**src/hw/rtl/tmwf_ram.sv**
```systemverilog
// Generic simple dual-port RAM with registered read data.
// No dependencies; used for the filter sample window.
`timescale 1ns / 1ps

module tmwf_ram #(
    parameter int WIDTH = 16,
    parameter int DEPTH = 256
) (
    input  logic                     i_clk,
    input  logic                     i_we,
    input  logic [$clog2(DEPTH)-1:0] i_waddr,
    input  logic [WIDTH-1:0]         i_wdata,
    input  logic [$clog2(DEPTH)-1:0] i_raddr,
    output logic [WIDTH-1:0]         o_rdata
);

    logic [WIDTH-1:0] r_mem [DEPTH];
    logic [WIDTH-1:0] r_rdata;

    always_ff @(posedge i_clk) begin
        if (i_we) begin
            r_mem[i_waddr] <= i_wdata;
        end
        r_rdata <= r_mem[i_raddr];
    end

    assign o_rdata = r_rdata;

endmodule

```
**config.mk**
```make
export PLATFORM = sky130hd
export DESIGN_NAME = tmwf_ram
export DESIGN_NICKNAME = d
export VERILOG_FILES = /design/src/hw/rtl/tmwf_ram.sv
export SDC_FILE = /design/constraint.sdc
export NUM_CORES = 2
export LEC_CHECK = 0
export BUFFER_PORTS_ARGS = -buffer_cell sky130_fd_sc_hd__buf_2
export CAP_MARGIN = 10
export CORE_ASPECT_RATIO = 0.7
export CORE_MARGIN = 4
export CORE_UTILIZATION = 50
export CTS_BUF_LIST = sky130_fd_sc_hd__clkbuf_8 sky130_fd_sc_hd__clkbuf_16
export CTS_CLUSTER_SIZE = 24
export DETAILED_ROUTE_END_ITERATION = 8
export GPL_TIMING_DRIVEN = 0
export PLACE_DENSITY_LB_ADDON = 0.25
export SKIP_LAST_GASP = 1
export SYNTH_ARGS = -nofsm -noshare
export SYNTH_HDL_FRONTEND = slang
export SYNTH_SLANG_ARGS = --single-unit
```
**constraint.sdc**
```tcl
create_clock -name i_clk -period 4.9 [get_ports i_clk]
set_clock_uncertainty 0.05 [all_clocks]
set_input_delay 0.49 -clock i_clk [delete_from_list [all_inputs] [get_ports i_clk]]
set_output_delay 0.49 -clock i_clk [all_outputs]
set_load 0.1 [all_outputs]
```
==> flow_metrics.py <==
metrics = {
    "pwr": {
        "finalPower_uw": 72600,
        "p_leak_uw": 0.0575,
        "p_per_area_nw_per_um2": 400,
        "ir_drop_mv": 0.360,
    },
    "global_route": {
        "grt_pass1_wl_mm": 688,
        "grtUsageTotal_pct": 31.2,
        "antenna_found_initial": 43,
        "grt_max_degree": 141,
        "grt_overflow": 0,
        "grt_pass1_vias": 79800,
    },
    "drt": {
        "drtAntennaViolNets": 0,
        "drt_iter0_drc": 15900,
        "wl_per_cell_um": 40.9,
        "via_per_inst": 6.80,
        "routed-via-count": 85300,
        "drc_errors": 0,
        "first_pass_iters": 9,
        "routed_wl_mm": 513,
    },
    "die": {
        "fp.coreArea_um2": 315000,
        "num_io_pins": 50,
        "die_height_um": 479,
        "num_rows": 172,
        "initial_core_util_pct": 50.4,
        "dieArea_um2": 327000,
        "die-width_um": 681,
    },
    "cts": {
        "cts_buffers": 383,
        "cts_sinks": 4112,
        "insertion_delay_ns": 0.95,
        "htree_levels": 5,
        "cts-root-buf": "clkbuf_16",
        "cts_buffer_depth": 4,
        "path_clk_slew_ns": 0.06,
        "post_cts_buffers": 0,
        "cts_tree": "yes",
    },
    "synthesis": {
        "yosys-top-cells-count": "edfxtp_1, mux4_2, mux2i_1, nor2_1, o221ai_1",
        "synth_seq_cells": 4112,
        "synth_cell_types": 52,
        "synth_top_area_share_pct": 77.5,
        "seq_area_frac_synth_pct": 77.7,
        "synthTopCellsByArea": "edfxtp_1, mux4_2, mux2i_1",
        "synth-edff-count": 4096,
        "synthesis.nets": 7394,
        "ys.flop_type": "edfxtp_1",
        "ys_warn_count": 0,
        "synth_area_leader_cell": "edfxtp_1",
        "syn_inst": 7360,
        "async_flop_share_pct": 0,
        "avgSynthCellArea_um2": 21.6,
        "netlist_area_um2": 159000,
        "yosysMostFrequentCell": "edfxtp_1",
    },
    "timing": {
        "setup_tns_ns": -1.38,
        "hold_viol": 0,
        "setup_ws_ns": -0.271,
        "period_share_pct": 106,
        "setup_violations": 10,
        "max_slew.worst_pin.slew_ns": 1.51,
        "period_needed_ns": 5.17,
        "rsz0062_at_grt": "no",
        "fmaxAchievable_ghz": 0.193,
        "drv_slew": 11,
        "slew_headroom_pct": -0.733,
    },
    "placement": {
        "dp.cells": 11800,
        "portBuffers": 39,
        "gp_congestion": 1.05,
        "dpl.hpwl_mm": 357,
        "post-place-ws_ns": -1.22,
    },
    "worst_setup_path": {
        "r2r_end": "o_rdata[15]",
        "startpoint_type": "input port",
        "r2r_start": "r_mem[170][15]",
        "path_cells": "buf_4 > buf_2 > buf_4 > buf_2 > buf_2 > mux4_2 > o22ai_1 > o31ai_1 > o32ai_1 > nor4_1",
        "critPathRequiredTime_ns": 5.56,
        "critical-path-slowest-cell": "nor4_1",
        "critical_path.max_fanout": 11,
        "cpPeakStageDelay_ns": 1.18,
        "end_kind": "register",
        "rr_worst_depth": 6,
        "worst-r2r-setup-slack_ns": 1.18,
        "path_class": "input port to register",
        "cp.arrival_ns": 5.83,
        "critPathMostFrequentCell": "buf_2",
    },
    "job": {
        "maxCapViolations": 2,
    },
    "layout": {
        "instances_no_fill": 12500,
        "layout.nets": 8081,
        "fin_util_pct": 57.7,
        "syn2layout_area_growth_pct": 14.4,
        "drive_gt1_share_pct": 26.3,
    },
    "outcome": {
        "outcome": "complete, but fails checks",
        "violations": "capacitance limit, slew limit, setup timing",
    },
    "hold_path": {
        "hp-class": "input port to register",
        "holdPathEnd": "r_mem[139][12]",
        "hp-start": "i_wdata[12]",
        "hold_depth": 1,
    },
}
power breakdown:
part	internal, uW	switching (uW)
clock	16100	13000
combinational	1350	3360
sequential	38800	24.9
total	56200	16400
flip-flops by register name, summed over array words and instances (netlist names):
signal and count:
r_mem 4096, o_rdata 16
logic make-up (layout without fill, tap and decap cells):
family	after synthesis	count (layout)	share of synthesized area, %
flops	4112	4112	77.7
mux	1450	1450	15.5
compound gates	786	786	3.54
simple gates	556	556	1.57
buf+inv	456	1442	1.69
other cells	0	19	0
cell type report:
| cell class | count | area [um2] |
|---|---|---|
| flip-flops and latches | 4112 | 123000 |
| plain buffers | 452 | 2700 |
| multi-input cells | 2792 | 33500 |
| fillers | 22500 | 133000 |
| clock inverters | 290 | 2210 |
| diodes | 19 | 47.5 |
| repair buffers | 302 | 4710 |
| well taps | 4176 | 5230 |
| inverters | 4 | 15.0 |
| clock buffers | 394 | 9830 |
layout by cell type, fill, tap and decap left out, types with 20 or more instances in the layout:
cell,netlist,final
o221ai_1,252,252
nand4_1,26,26
a22oi_1,43,43
a221oi_1,28,27
buf_8,11,186
inv_1,3,84
buf_4,26,39
nand3_1,35,35
clkbuf_1,230,207
edfxtp_1,4096,4096
o32ai_1,20,20
buf_16,0,46
mux2_2,88,88
o22ai_1,148,146
nand2_1,38,38
nor2_1,304,48
a21oi_1,175,175
clkbuf_16,0,391
mux2i_1,565,565
buf_2,76,102
bufinv_16,0,30
clkinv_2,0,66
nor3_1,92,80
nor2_2,0,236
nor2_4,0,20
buf_1,27,26
o21ai_0,37,35
clkinv_1,0,80
buf_6,77,94
mux4_2,797,797
a22o_1,32,32
clkbuf_2,0,23
stage by stage:
step	hold slack, ns	instance area [um2]
final	0.0538	182000
after global placement	0.995	164000
after detailed placement	0.669	169000
after floorplan	0.539	159000
after CTS	0.0247	181000
after global routing	0.0619	182000
worst max-delay path: cells and delay by family:
kind / cells / cell delay (ns)
buffers and inverters: 5 / 2.35
AND/OR/NAND/NOR: 1 / 1.18
AO/OA/AOI/OAI: 3 / 1.45
multiplexers: 1 / 0.30
per-layer routing:
| layer | track usage [%] | share of wire [%] | wire length, um |
|---|---|---|---|
| met1 | 45.6 | 39 | 199000 |
| met5 | 0.958 | 0.16 | 812 |
| met3 | 16.9 | 18 | 93200 |
| met2 | 39.7 | 40 | 203000 |
| met4 | 9.53 | 3.3 | 17100 |
what timing repair did:
item / CTS / global route
hold buffers: 11 / 0
hold endpoints to repair: 222 / 0
gates resized for setup: 3 / 4
setup endpoints to repair: 7 / 4
how the worst max path moves through the flow:
stage,slack [ns],start,cells past startpoint,end
after floorplan,2.20,i_waddr[3],6,r_mem[235][0]
after global placement,-2.19,i_raddr[2],9,o_rdata[9]
after detailed placement,-1.22,i_raddr[2],10,o_rdata[9]
after CTS,0.003,i_raddr[1],10,o_rdata[11]
after global routing,0.009,i_raddr[2],10,o_rdata[10]
final,-0.27,i_raddr[1],10,o_rdata[15]
(Power assumes the default switching activity.)
